## config.mk

```make
export PLATFORM = sky130hd
export DESIGN_NAME = i2c_bus_master_unit
export DESIGN_NICKNAME = d
export VERILOG_FILES = /design/src/rtl/i2cbm_pkg.sv /design/src/rtl/i2c_bus_master_unit.sv /design/src/rtl/i2cbm_seq.sv
export SDC_FILE = /design/constraint.sdc
export NUM_CORES = 1
export LEC_CHECK = 0
export ABC_AREA = 1
export BUFFER_PORTS_ARGS = -buffer_cell sky130_fd_sc_hd__buf_2
export CORE_ASPECT_RATIO = 1.2
export CORE_MARGIN = 5
export CORE_UTILIZATION = 51
export DETAILED_ROUTE_END_ITERATION = 12
export GPL_TIMING_DRIVEN = 0
export PLACE_DENSITY = 0.74
export SYNTH_ARGS = -nofsm -noshare
export SYNTH_HDL_FRONTEND = slang
export SYNTH_HIERARCHICAL = 1
export SYNTH_SLANG_ARGS = --single-unit
```

## constraint.sdc

```tcl
create_clock -name clk -period 2.53 [get_ports clk]
set_input_delay 0.506 -clock clk [delete_from_list [all_inputs] [get_ports clk]]
set_output_delay 0.506 -clock clk [all_outputs]
set_load 0.005 [all_outputs]
```

## src/rtl/i2cbm_pkg.sv

```systemverilog
`default_nettype none

package i2cbm_pkg;

	// Bus timing register
	localparam int HPT_W            = 16;
	localparam logic [HPT_W-1:0] HPT_RESET = 16'd5;
	localparam int DELAY_W_DEFAULT  = 16;

	// Stream payload widths
	localparam int IN_TDATA_W  = 16;
	localparam int IN_TUSER_W  = 3;
	localparam int OUT_TDATA_W = 16;

	// Request codes carried on tuser
	typedef enum logic [2:0] {
		REQ_TICK  = 3'd0,
		REQ_START = 3'd1,
		REQ_STOP  = 3'd2,
		REQ_WRITE = 3'd3,
		REQ_READ  = 3'd4
	} req_t;

	// Running operation of the sequencer
	typedef enum logic [2:0] {
		OP_IDLE  = 3'd0,
		OP_START = 3'd1,
		OP_STOP  = 3'd2,
		OP_WRITE = 3'd3,
		OP_READ  = 3'd4
	} op_t;

	localparam logic [7:0] MSB_MASK = 8'h80;
	localparam logic [3:0] BITS_PER_BYTE = 4'd8;

	// One request as held in the input stage
	typedef struct packed {
		logic [2:0] req_type;
		logic [7:0] data_byte;
		logic       send_ack;
		logic       sda_in;
		logic       scl_in;
	} item_t;

	// One result as produced by the sequencer
	typedef struct packed {
		logic       rejected;
		logic       ack_level;
		logic [7:0] rx_byte;
		logic       done_res;
		logic       busy_res;
		logic       sda_drive_low;
		logic       scl_drive_low;
	} result_t;

endpackage

`default_nettype wire

```

## src/rtl/i2c_bus_master_unit.sv

```systemverilog
// A request is held in the input stage, and its result then in the result register.
// One request per cycle while results drain; a held result stalls the full input stage.
// Ready on the request side follows m_tready combinationally through the input stage.
// Reset: sequencer idle, both lines released, counters and shift register zero,
// half period register back to 5 ticks.
`default_nettype none

module i2c_bus_master_unit import i2cbm_pkg::*; #(
	parameter int DELAY_COUNTER_WIDTH = DELAY_W_DEFAULT
) (
	input  wire logic                   clk,
	input  wire logic                   arst_n,
	// tdata: data_byte[7:0], send_ack[8], sda_in[9], scl_in[10], zero[15:11]
	input  wire logic [IN_TDATA_W-1:0]  s_tdata,
	// tuser: req_type[2:0]
	input  wire logic [IN_TUSER_W-1:0]  s_tuser,
	input  wire logic                   s_tvalid,
	output logic                        s_tready,
	// tdata: scl_drive_low[0], sda_drive_low[1], busy_res[2], done_res[3],
	// rx_byte[11:4], ack_level[12], rejected[13], zero[15:14]
	output logic [OUT_TDATA_W-1:0]      m_tdata,
	output logic                        m_tvalid,
	input  wire logic                   m_tready,
	input  wire logic [HPT_W-1:0]       cfg_data,
	input  wire logic                   cfg_valid,
	output logic                        cfg_ready
);

	logic             hpt_q;
	logic [HPT_W-1:0] half_period_q;
	item_t            item_s1;
	logic             valid_s1;
	logic             adv_s1;
	result_t          res;

	assign cfg_ready = 1'b1;

	// Half period register
	always_ff @(posedge clk or negedge arst_n) begin
		if (!arst_n) begin
			half_period_q <= HPT_RESET;
			hpt_q         <= 1'b0;
		end else if (cfg_valid && cfg_ready) begin
			half_period_q <= cfg_data;
			hpt_q         <= 1'b1;
		end
	end

	// Advance the input stage when the result register is free or drained
	assign adv_s1   = valid_s1 && (!m_tvalid || m_tready);
	assign s_tready = !valid_s1 || adv_s1;

	always_ff @(posedge clk or negedge arst_n) begin
		if (!arst_n) begin
			valid_s1 <= 1'b0;
		end else if (s_tready) begin
			valid_s1 <= s_tvalid;
		end
	end

	always_ff @(posedge clk) begin
		if (s_tvalid && s_tready) begin
			item_s1.req_type  <= s_tuser[2:0];
			item_s1.data_byte <= s_tdata[7:0];
			item_s1.send_ack  <= s_tdata[8];
			item_s1.sda_in    <= s_tdata[9];
			item_s1.scl_in    <= s_tdata[10];
		end
	end

	i2cbm_seq #(
		.DELAY_COUNTER_WIDTH(DELAY_COUNTER_WIDTH)
	) u_seq (
		.clk              (clk),
		.arst_n           (arst_n),
		.step             (adv_s1),
		.item             (item_s1),
		.half_period_ticks(half_period_q),
		.result           (res)
	);

	// Result register
	always_ff @(posedge clk or negedge arst_n) begin
		if (!arst_n) begin
			m_tvalid <= 1'b0;
		end else if (!m_tvalid || m_tready) begin
			m_tvalid <= valid_s1;
		end
	end

	always_ff @(posedge clk) begin
		if (adv_s1) begin
			m_tdata <= {2'b00, res.rejected, res.ack_level, res.rx_byte, res.done_res,
				res.busy_res, res.sda_drive_low, res.scl_drive_low};
		end
	end

	// A refused request leaves the running operation in place
	a_rej_busy: assert property (@(posedge clk) disable iff (!arst_n)
		(m_tvalid && m_tdata[13]) |-> (m_tdata[2] && !m_tdata[3]))
		else $error("refused request without a running operation");

	// Completion drops busy
	a_done_idle: assert property (@(posedge clk) disable iff (!arst_n)
		(m_tvalid && m_tdata[3]) |-> !m_tdata[2])
		else $error("done reported while still busy");

	// Received byte and acknowledge level only appear on completion
	a_rx_done: assert property (@(posedge clk) disable iff (!arst_n)
		(m_tvalid && !m_tdata[3]) |-> (m_tdata[11:4] == 8'd0 && !m_tdata[12]))
		else $error("receive data outside completion");

	// The configuration write stays visible in the timing register
	a_cfg_write: assert property (@(posedge clk) disable iff (!arst_n)
		(cfg_valid && cfg_ready) |=> (half_period_q == $past(cfg_data) && hpt_q))
		else $error("half period register missed a write");

endmodule

`default_nettype wire

```

## src/rtl/i2cbm_seq.sv

```systemverilog
`default_nettype none

module i2cbm_seq import i2cbm_pkg::*; #(
	parameter int DELAY_COUNTER_WIDTH = DELAY_W_DEFAULT
) (
	input  wire logic             clk,
	input  wire logic             arst_n,
	input  wire logic             step,
	input  wire item_t            item,
	input  wire logic [HPT_W-1:0] half_period_ticks,
	output result_t               result
);

	localparam int DW = DELAY_COUNTER_WIDTH;
	localparam int LW = (DW > HPT_W) ? DW : HPT_W;

	op_t          op_q, op_n;
	logic [2:0]   phase_q, phase_n;
	logic [3:0]   bit_q, bit_n;
	logic [7:0]   shift_q, shift_n;
	logic [DW-1:0] delay_q, delay_n;
	logic         clk_pull_q, clk_pull_n;
	logic         dat_pull_q, dat_pull_n;
	logic         ack_choice_q, ack_choice_n;
	logic         ack_seen_q, ack_seen_n;
	logic         done, rej;
	logic [7:0]   rx;
	logic         ackl;
	logic         is_cmd;

	logic [LW-1:0] load_ext;
	logic [LW-1:0] max_ext;
	logic [DW-1:0] load_val;

	// Delay reload: zero counts as one, saturate to the counter range
	always_comb begin
		load_ext = LW'((half_period_ticks == '0) ? HPT_W'(1) : half_period_ticks);
		max_ext  = LW'({DW{1'b1}});
		load_val = (load_ext > max_ext) ? DW'(max_ext) : DW'(load_ext);
	end

	// Decode command requests
	always_comb begin
		case (item.req_type) inside
			REQ_START, REQ_STOP, REQ_WRITE, REQ_READ: is_cmd = 1'b1;
			default:                                  is_cmd = 1'b0;
		endcase
	end

	// Next state
	always_comb begin
		op_n         = op_q;
		phase_n      = phase_q;
		bit_n        = bit_q;
		shift_n      = shift_q;
		delay_n      = delay_q;
		clk_pull_n   = clk_pull_q;
		dat_pull_n   = dat_pull_q;
		ack_choice_n = ack_choice_q;
		ack_seen_n   = ack_seen_q;
		done         = 1'b0;
		rej          = 1'b0;
		rx           = '0;
		ackl         = 1'b0;

		if (is_cmd) begin
			if (op_q != OP_IDLE) begin
				rej = 1'b1;
			end else begin
				op_n       = op_t'(item.req_type);
				phase_n    = '0;
				bit_n      = '0;
				clk_pull_n = 1'b0;
				unique case (req_t'(item.req_type))
					REQ_START: begin
						dat_pull_n = 1'b0;
						delay_n    = load_val;
					end
					REQ_STOP: begin
						dat_pull_n = 1'b1;
						delay_n    = load_val;
					end
					REQ_WRITE: begin
						shift_n    = item.data_byte;
						dat_pull_n = ~|(item.data_byte & MSB_MASK);
						delay_n    = load_val;
					end
					default: begin
						shift_n      = '0;
						ack_choice_n = item.send_ack;
						dat_pull_n   = 1'b0;
						delay_n      = '0;
					end
				endcase
			end
		end else if (op_q != OP_IDLE) begin
			if (op_q == OP_READ && phase_q == 3'd0) begin
				// Hold until the clock line is seen released
				if (item.scl_in) begin
					phase_n = 3'd1;
					delay_n = load_val;
				end
			end else if (delay_q > DW'(1)) begin
				delay_n = delay_q - DW'(1);
			end else begin
				delay_n = '0;
				unique case (op_q)
					OP_START: begin
						if (phase_q == 3'd0) begin
							dat_pull_n = 1'b1;
							phase_n    = 3'd1;
							delay_n    = load_val;
						end else if (phase_q == 3'd1) begin
							clk_pull_n = 1'b1;
							phase_n    = 3'd2;
							delay_n    = load_val;
						end else begin
							done = 1'b1;
						end
					end
					OP_STOP: begin
						if (phase_q == 3'd0) begin
							dat_pull_n = 1'b0;
							phase_n    = 3'd1;
							delay_n    = load_val;
						end else begin
							done = 1'b1;
						end
					end
					OP_WRITE: begin
						if (phase_q == 3'd0) begin
							clk_pull_n = 1'b1;
							phase_n    = 3'd1;
							delay_n    = load_val;
						end else if (phase_q == 3'd1) begin
							// Shift the next bit out, or release for acknowledge
							shift_n    = {shift_q[6:0], 1'b0};
							bit_n      = bit_q + 4'd1;
							clk_pull_n = 1'b0;
							delay_n    = load_val;
							if (bit_n < BITS_PER_BYTE) begin
								dat_pull_n = ~shift_q[6];
								phase_n    = 3'd0;
							end else begin
								dat_pull_n = 1'b0;
								phase_n    = 3'd2;
							end
						end else if (phase_q == 3'd2) begin
							ack_seen_n = item.sda_in;
							clk_pull_n = 1'b1;
							phase_n    = 3'd3;
							delay_n    = load_val;
						end else begin
							done = 1'b1;
						end
					end
					OP_READ: begin
						if (phase_q == 3'd1) begin
							shift_n    = {shift_q[6:0], item.sda_in};
							clk_pull_n = 1'b1;
							phase_n    = 3'd2;
							delay_n    = load_val;
						end else if (phase_q == 3'd2) begin
							bit_n      = bit_q + 4'd1;
							clk_pull_n = 1'b0;
							if (bit_n < BITS_PER_BYTE) begin
								phase_n = 3'd0;
							end else begin
								dat_pull_n = ack_choice_q;
								phase_n    = 3'd3;
								delay_n    = load_val;
							end
						end else if (phase_q == 3'd3) begin
							clk_pull_n = 1'b1;
							phase_n    = 3'd4;
							delay_n    = load_val;
						end else begin
							done = 1'b1;
						end
					end
					default: done = 1'b1;
				endcase
				if (done) begin
					rx      = (op_q == OP_READ) ? shift_q : 8'd0;
					ackl    = (op_q == OP_WRITE) ? ack_seen_q : 1'b0;
					op_n    = OP_IDLE;
					phase_n = '0;
				end
			end
		end
	end

	// Result fields
	always_comb begin
		result.scl_drive_low = clk_pull_n;
		result.sda_drive_low = dat_pull_n;
		result.busy_res      = (op_n != OP_IDLE);
		result.done_res      = done;
		result.rx_byte       = rx;
		result.ack_level     = ackl;
		result.rejected      = rej;
	end

	// Commit state on each accepted request
	always_ff @(posedge clk or negedge arst_n) begin
		if (!arst_n) begin
			op_q         <= OP_IDLE;
			phase_q      <= '0;
			bit_q        <= '0;
			shift_q      <= '0;
			delay_q      <= '0;
			clk_pull_q   <= 1'b0;
			dat_pull_q   <= 1'b0;
			ack_choice_q <= 1'b0;
			ack_seen_q   <= 1'b0;
		end else if (step) begin
			op_q         <= op_n;
			phase_q      <= phase_n;
			bit_q        <= bit_n;
			shift_q      <= shift_n;
			delay_q      <= delay_n;
			clk_pull_q   <= clk_pull_n;
			dat_pull_q   <= dat_pull_n;
			ack_choice_q <= ack_choice_n;
			ack_seen_q   <= ack_seen_n;
		end
	end

endmodule

`default_nettype wire
```

==> reports/metrics.cfg, run 1 <==
[status]
outcome = complete, no violations

[setup_path]
crit_required_ns = 2.82
critPathKind = reg -> reg
path_max_fanout = 10
end_kind = register
reg2reg_depth = 12
cp-startpoint = item_s1[11]
slowest_stage = edfxtp_1
path_cells = nor2_1 -> nand2_1 -> nand2_4 -> inv_4 -> buf_2 -> ha_1 -> nor2_1 -> nand2_2 -> nor3_4 -> buf_6 -> nand2_2 -> o21ai_2
setup.worst_path.start_class = register
rr_startpoint = item_s1[11]
worst_path_largest_cell_delay_ns = 0.45
crit_arrival_ns = 2.69

[cts]
cts_max_path_buffers = 2
cts_root_buffer = clkbuf_8
cts_buffers = 9
cts_max_level = 3
cts_setup_buffers = 0
clock_sinks = 84
insertion_delay_ns = 0.36
cts_tree = yes
postCtsHoldBufs = 0
cts.clk_slew.worst_paths_ns = 0.08

[placed_design]
io_buffers = 50
place_congestion = 0.908
pre_cts_slack_ns = -0.800
placed_cells = 750
dp.final_hpwl_um = 7860

[logic_synthesis]
yosysSeqAreaShare_pct = 47.1
netlist_instances = 579
avgSynthCellArea_um2 = 8.23
synth.largest_area_cell = dfrtp_1
synth_edf_count = 28
synth.top_cells.by_area = dfrtp_1 (28%), edfxtp_1 (18%), nand2_1 (11%)
syn_area_um2 = 4760
yosysMostFrequentCell = nand2_1
synth_top_area_share_pct = 28.4
ys_async_sr_fraction_pct = 66.7
synth_warnings = 6
synthFlopType = dfrtp_1
synth.distinct_cells = 45
synth_seq_cells = 84
synthTopCellsByCount = nand2_1 (137), inv_1 (76), nor2_1 (55)

[power]
pwr_density_cell_nw_per_um2 = 937
cellLeakagePower_nw = 2.55
ir_drop_v = 0.000467
total_power_mw = 5.02

[routing]
drc = 0
wire_per_inst_um = 14.1
routed-via-count = 4020
wl_um = 10800
drt_iter0_drc = 222
viasPerCell = 5.24
drt_pass1_iterations = 5
ant_nets = 0

[timing]
slew_violations = 0
post-route-min-period_ns = 2.40
holdWs_ns = 0.169
hold_violations = 0
fmax_mhz = 417
worst_pin_slew_ns = 0.748
slew_headroom_pct = 50.1
rsz0062_at_grt = false
period_share_pct = 94.9
fin_ws_ns = 0.130
finalSetupViolCount = 0
finClkSkew_ns = 0.00984

[worst_hold_path]
hp-class = in -> async

[cells_and_area]
ff_latch_area_um2 = 2240
final_nets = 687
multi_input_area_um2 = 2040
stdcell_count = 767
diodes = 0
area_growth_pct = 12.4
post-route-util_pct = 59.0
n_fill_cell = 808
drive_above_1_share_pct = 21.8

[job]
cap_violations = 0

[die]
core_um2 = 9080
start_util_pct = 52.5
rows = 38
die_x_um = 98.2
ioPinCount = 59
die_y_um = 116
die-area_um2 = 11400

[global_route]
grt_usage_pct = 19.9
grt_pass1_wl_um = 18200
globalRouteOverflowTotal = 0
grt_max_degree = 57
grt_pass1_vias = 3938
antenna_found_initial = 0

## registers in the layout, indices dropped and copies added (netlist names), 3 cells and up
signal and count:
half_period_q 16, u_seq/delay_q 16, item_s1 14, m_tdata 14, u_seq/shift_q 8, u_seq/bit_q 4, u_seq/op_q 3, u_seq/phase_q 3
## metrics by stage
stage,setup TNS (ns),area [um2]
after floorplan,0,4770
after global placement,-8.52,5170
after detailed placement,-10.87,5170
after CTS,0,5350
after global routing,0,5350
final,0,5350
## cell usage in the layout, fill, tap and decap left out, types with 11 or more instances in the layout
cell / count
inv_1: 76
nor3_1: 12
nor2_1: 54
clkbuf_8: 11
nand2_1: 137
o21ai_2: 13
nand3_1: 32
dfrtp_1: 54
buf_2: 50
edfxtp_1: 28
a21oi_1: 25
o21ai_0: 30
## kinds of logic after synthesis
group / count (synthesis) / synth area share, %
AOI/OAI and AO/OA: 91 / 11.5
xor gates and xnor gates: 11 / 2.02
adders and majority gates: 5 / 1.31
buffers and inverters: 103 / 10.6
DFF: 84 / 47.1
other: 2 / 0.158
and+or+nand+nor: 283 / 27.3
## layout make-up
class                      count  share of cell area (%)
clock inverter                 4                   0.467
multi-input combinational    394                    38.1
tap                          120                    2.80
sequential                    84                    41.9
buffer                        21                    3.65
timing repair buffer          50                    4.72
inverter                      82                    5.84
clock buffer                  12                    2.52
## worst paths after layout
check / end / slack, ns
max in group asynchronous: u_seq/bit_q[1] / 1.82
worst min register to register: u_seq/ack_choice_q / 0.47
worst min-delay path: u_seq/clk_pull_q / 0.17
worst max-delay path: u_seq/shift_q[4] / 0.13
worst max register to register: u_seq/shift_q[4] / 0.13
min in group clk: item_s1[5] / 0.32
## power breakdown
part           switching [mW]  internal, mW
logic                    1.37         0.796
clock network           0.468         0.356
registers               0.300          1.73
## layer usage
metal  GRT usage (%)  share of wire, %
met1            26.1                44
met5               0                 0
met2            32.5                48
met3            4.88               5.2
met4            6.92               1.9
## worst max-delay path: cells and delay by family (launching register included)
family / cells / cell delay, ns
simple gates: 7 / 1.12
buf+inv: 3 / 0.50
flops: 1 / 0.45
fa+ha+maj: 1 / 0.20
compound gates: 1 / 0.05
## repair_timing
action / in CTS / in global routing
cloned: 1 / 0
resized for setup: 1 / 3
setup endpoints to repair: 15 / 21
pin swaps: 1 / 0
Power figures use the tool's default switching activity.
==> inputs of run 2 (changes only) <==
--- a/config.mk
+++ b/config.mk
@@ -15,5 +15,4 @@
 export PLACE_DENSITY = 0.74
 export SYNTH_ARGS = -nofsm -noshare
 export SYNTH_HDL_FRONTEND = slang
-export SYNTH_HIERARCHICAL = 1
 export SYNTH_SLANG_ARGS = --single-unit
==> reports/metrics.cfg, run 2 <==
[status]
outcome = complete, no violations

[logic_synthesis]
yosysMostFrequentCell = nand2_1
netlist_instances = 612
synth.distinct_cells = 40
yosysSeqAreaShare_pct = 48.0
syn_area_um2 = 4680
avgSynthCellArea_um2 = 7.64
synth_warnings = 0
synth.top_cells.by_area = dfrtp_1 (29%), edfxtp_1 (18%), nand2_1 (12%)
ys_async_sr_fraction_pct = 66.7
synthTopCellsByCount = nand2_1 (147), nor2_1 (83), inv_1 (71)
synth_seq_cells = 84
synthFlopType = dfrtp_1
synth_edf_count = 28
synth.largest_area_cell = dfrtp_1
synth_top_area_share_pct = 28.9

[setup_path]
path_cells = nor2_4 -> nor2_4 -> nand2_4 -> inv_1 -> buf_4 -> ha_1 -> or2_2 -> a21oi_2 -> nand2_2 -> buf_6 -> o21ai_1 -> inv_1
setup.worst_path.start_class = register
worst_path_largest_cell_delay_ns = 0.51
crit_required_ns = 2.79
cp-startpoint = item_s1[13]
crit_arrival_ns = 2.60
reg2reg_depth = 12
rr_startpoint = item_s1[13]
slowest_stage = edfxtp_1
end_kind = register
crit_family = simple AND/OR/NAND/NOR gates
worst-path-buf-inv = 4
path_max_fanout = 19
cp_num_cells = 12
critPathKind = reg -> reg

[routing]
drt_pass1_iterations = 5
viasPerCell = 5.28
wl_um = 11300
wire_per_inst_um = 14.0
routed-via-count = 4253
drt_iter0_drc = 216
drc = 0
ant_nets = 0

[cells_and_area]
mostFrequentLayoutCells = nand2_1 (147), nor2_1 (81), inv_1 (70)
final_nets = 724
area_growth_pct = 14.9
n_fill_cell = 794
diodes = 0
ff_latch_area_um2 = 2240
top_regs = half_period_q x16, u_seq.delay_q x16
stdcell_count = 805
mostFrequentLayoutCell = nand2_1
stdcell_area_um2 = 5380
post-route-util_pct = 59.8
drive_above_1_share_pct = 16.8
multi_input_area_um2 = 2060

[cts]
insertion_delay_ns = 0.36
cts_root_buffer = clkbuf_8
cts_max_level = 3
postCtsHoldBufs = 0
clock_sinks = 84
cts_buffers = 9
cts_max_path_buffers = 2
cts.clk_slew.worst_paths_ns = 0.09
cts_tree = yes

[timing]
fin_ws_ns = 0.182
worst_pin_slew_ns = 0.723
post-route-min-period_ns = 2.35
finalSetupViolCount = 0
rsz0062_at_grt = false
fin_tns_setup_ns = 0
holdWs_ns = 0.183
fmax_mhz = 426
period_share_pct = 92.8
hold_violations = 0
slew_headroom_pct = 51.8
slew_violations = 0
finClkSkew_ns = 0.00735

[power]
power_frac_clock_pct = 20.5
ir_drop_v = 0.000574
total_power_mw = 5.25
cellLeakagePower_nw = 2.56
combPwrFrac_pct = 40.4
switching_share_pct = 41.6
pwr_density_cell_nw_per_um2 = 978
sequentialPowerShare_pct = 39.2
switchingPower_mw = 2.18
power.internal_mw = 3.07

[die]
core_um2 = 8990
rows = 38
die_x_um = 97.4
die-area_um2 = 11200
start_util_pct = 52.0
ioPinCount = 59
die_y_um = 115

[global_route]
grt_max_degree = 57
antenna_found_initial = 0
grt_usage_pct = 20.9
globalRouteOverflowTotal = 0
grt_pass1_vias = 4068
grt_pass1_wl_um = 18800

[placed_design]
pre_cts_slack_ns = -0.246
placed_cells = 782
dp.final_hpwl_um = 8350
place_area_um2 = 5080
io_buffers = 49
place_congestion = 0.987

[worst_hold_path]
hp-class = in -> async

[job]
cap_violations = 0

-- run 2: cell types whose count changed after synthesis, moves of 6 or more --
cell	previous run	this run
a21oi_1	26	32
o21ai_1	1	9
nand2_1	137	147
buf_6	7	1
nor2_1	55	83
o21ai_0	30	46
nand2_2	10	4
nand3_1	32	52
o22ai_1	9	0
o21ai_2	13	0
-- run 2: layout make-up --
cell class	instances	area share (%)
plain buffers	16	1.84
clock buffers	10	2.37
clock inverters	6	1.79
inverters	76	5.31
multi-input cells	436	38.4
flip-flops and latches	84	41.8
well taps	120	2.79
repair buffers	57	5.73
-- run 2: logic make-up (layout without fill, tap and decap cells) --
| family | count (synthesis) | in the layout | synth area share [%] |
|---|---|---|---|
| simple gates | 318 | 318 | 29.1 |
| xor+xnor | 7 | 7 | 1.31 |
| other cells | 2 | 3 | 0.161 |
| fa+ha+maj | 4 | 4 | 1.07 |
| compound gates | 101 | 101 | 11.5 |
| flops | 84 | 84 | 48.0 |
| buf+inv | 93 | 165 | 8.16 |
| mux | 3 | 3 | 0.722 |
-- run 2: final timing paths --
check,end,slack [ns]
worst max register to register,u_seq.shift_q[2],0.18
worst max-delay path,u_seq.shift_q[2],0.18
worst min register to register,m_tvalid,0.50
min in group clk,item_s1[4],0.31
worst min-delay path,u_seq.clk_pull_q,0.18
max in group asynchronous,u_seq.delay_q[0],1.86
-- run 2: power by group through the flow --
stage	combinational [mW]	sequential (mW)	clock, mW
floorplan	1.58	2.02	0
global placement	2.01	2.07	0
detailed placement	2.06	2.08	0
CTS	2.08	2.06	1.09
global route	2.43	2.11	1.15
finish	2.12	2.06	1.07
-- run 2: what timing repair did --
action,in CTS,in global routing
buffers inserted,3,5
pin swaps,2,3
endpoints found under the setup margin,31,29
resized for setup,2,11
-- run 2: routing by layer --
layer	wire length, um	global-route usage, %	vias up
met5	0	0	-
met4	410	10.5	0
met3	621	4.13	33
met2	5730	36.9	141
met1	4500	24.5	1950
li1	-	-	2129
==> inputs of run 3 (changes only) <==
--- a/config.mk
+++ b/config.mk
@@ -13,6 +13,7 @@
 export DETAILED_ROUTE_END_ITERATION = 12
 export GPL_TIMING_DRIVEN = 0
 export PLACE_DENSITY = 0.74
+export SETUP_SLACK_MARGIN = 0.4
 export SYNTH_ARGS = -nofsm -noshare
 export SYNTH_HDL_FRONTEND = slang
 export SYNTH_SLANG_ARGS = --single-unit
==> reports/metrics.cfg, run 3 (same netlist as run 2, synthesis figures left out) <==
[timing]
rsz0062_at_grt = true
finClkSkew_ns = 0.00772
slew_violations = 0
slew_headroom_pct = 51.9
post-route-min-period_ns = 2.16
finalSetupViolCount = 0
hold_violations = 0
period_share_pct = 85.5
holdWs_ns = 0.191
fmax_mhz = 462
worst_pin_slew_ns = 0.721

[die]
rows = 38
ioPinCount = 59
die_y_um = 115
core_um2 = 8990
start_util_pct = 52.0
die_x_um = 97.4
die-area_um2 = 11200

[cells_and_area]
post-route-util_pct = 62.4
area_growth_pct = 20.0
mostFrequentLayoutCells = nand2_1 (143), nor2_1 (75), inv_1 (67)
ff_latch_area_um2 = 2250
drive_above_1_share_pct = 21.8
stdcell_area_um2 = 5610
final_nets = 732
top_regs = half_period_q x16, u_seq.delay_q x16
diodes = 0
mostFrequentLayoutCell = nand2_1
multi_input_area_um2 = 2230
n_fill_cell = 778

[global_route]
grt_max_degree = 57
globalRouteOverflowTotal = 0
grt_pass1_wl_um = 19100
grt_usage_pct = 21.3
antenna_found_initial = 0
grt_pass1_vias = 4086

[routing]
wl_um = 11700
wire_per_inst_um = 14.4
drc = 0
viasPerCell = 5.36
drt_pass1_iterations = 4
ant_nets = 0
routed-via-count = 4356
drt_iter0_drc = 241

[power]
ir_drop_v = 0.000538
cellLeakagePower_nw = 2.63
pwr_density_cell_nw_per_um2 = 970

[status]
outcome = complete, no violations

[setup_path]
r2r-end = u_seq.shift_q[0]
crit_arrival_ns = 2.43
cp_num_cells = 13
crit_required_ns = 2.79
crit_family = simple AND/OR/NAND/NOR gates
cpMostUsedCell = nor2_4
reg2reg_depth = 13
rr_startpoint = item_s1[12]
critPathKind = reg -> reg
setup.worst_path.start_class = register
worstSetupEndpoint = u_seq.shift_q[0]
slowest_stage = edfxtp_1
end_kind = register
worst_path_largest_cell_delay_ns = 0.41
path_max_fanout = 10
regToRegSetupSlack_ns = 0.37
worst-path-buf-inv = 5
path_cells = inv_2 -> nor2_4 -> nor2_4 -> nand2_4 -> buf_4 -> buf_4 -> nor2_4 -> nand2_1 -> a21oi_4 -> nand2_4 -> buf_6 -> o21ai_1 -> inv_1
cp-startpoint = item_s1[12]

[placed_design]
dp.final_hpwl_um = 8460
io_buffers = 49
place_congestion = 0.935
place_area_um2 = 5110

[cts]
insertion_delay_ns = 0.37
cts_tree = yes
cts_max_path_buffers = 2
cts_buffers = 9
cts.clk_slew.worst_paths_ns = 0.09
cts_max_level = 3
cts_root_buffer = clkbuf_8
postCtsHoldBufs = 0
clock_sinks = 84

[worst_hold_path]
hp-class = in -> async

[job]
cap_violations = 0

[run 3: per-stage QoR]
| step | power [mW] | setup slack [ns] | TNS (ns) | cells |
|---|---|---|---|---|
| after global routing | 5.86 | 0.249 | 0 | 813 |
| after global placement | 4.13 | -0.221 | -1.32 | 782 |
| after floorplan | 3.63 | 0.407 | 0 | 613 |
| after CTS | 5.25 | 0.397 | 0 | 807 |
| final | 5.44 | 0.367 | 0 | 813 |
| after detailed placement | 4.19 | -0.208 | -1.33 | 782 |
[run 3: repair_timing]
item | in CTS | in global routing
pin swaps | 3 | 11
endpoints found under the hold margin | 0 | 0
setup endpoints to repair | 32 | 43
resized for setup | 19 | 43
buffers inserted | 8 | 5
cloned | 1 | 1
[run 3: how the worst min path moves through the flow]
stage                         to  slack, ns  cells after the start
2_1_floorplan  half_period_q[10]       0.21                      0
3_3_place_gp            m_tvalid       0.46                      2
3_5_place_dp            m_tvalid       0.48                      2
4_1_cts               item_s1[0]       0.29                      1
5_1_grt         u_seq.shift_q[7]       0.25                      1
6_report        u_seq.clk_pull_q       0.19                      1
[run 3: per-layer routing]
| metal | global-route usage (%) | vias up | part of all wire [%] |
|---|---|---|---|
| li1 | - | 2150 | - |
| met1 | 24.9 | 2014 | 40 |
| met2 | 37.2 | 163 | 51 |
| met3 | 3.82 | 29 | 6.3 |
| met4 | 12.0 | 0 | 3.3 |
| met5 | 0 | - | 0 |
[run 3: power breakdown]
group          switching, mW  leakage (nW)  internal [mW]
logic                   1.51          1.61          0.861
registers              0.323         0.923           1.77
clock network          0.512        0.0935          0.465
total                   2.35          2.63           3.10
[run 3: worst register-to-register path: stages, from the launching register on]
cell      delay [ns]
edfxtp_1        0.41
inv_2           0.14
nor2_4          0.07
nor2_4          0.14
nand2_4         0.07
buf_4           0.13
buf_4           0.18
nor2_4          0.19
nand2_1         0.12
a21oi_4         0.22
nand2_4         0.07
buf_6           0.14
o21ai_1         0.13
inv_1           0.05
[run 3: final cells by class]
type                    instances  area share, %
flip-flops and latches         84           40.0
multi-input cells             436           39.7
repair buffers                 64           6.49
inverters                      76           5.13
well taps                     120           2.68
plain buffers                  17           2.45
clock buffers                  10           2.27
clock inverters                 6           1.27
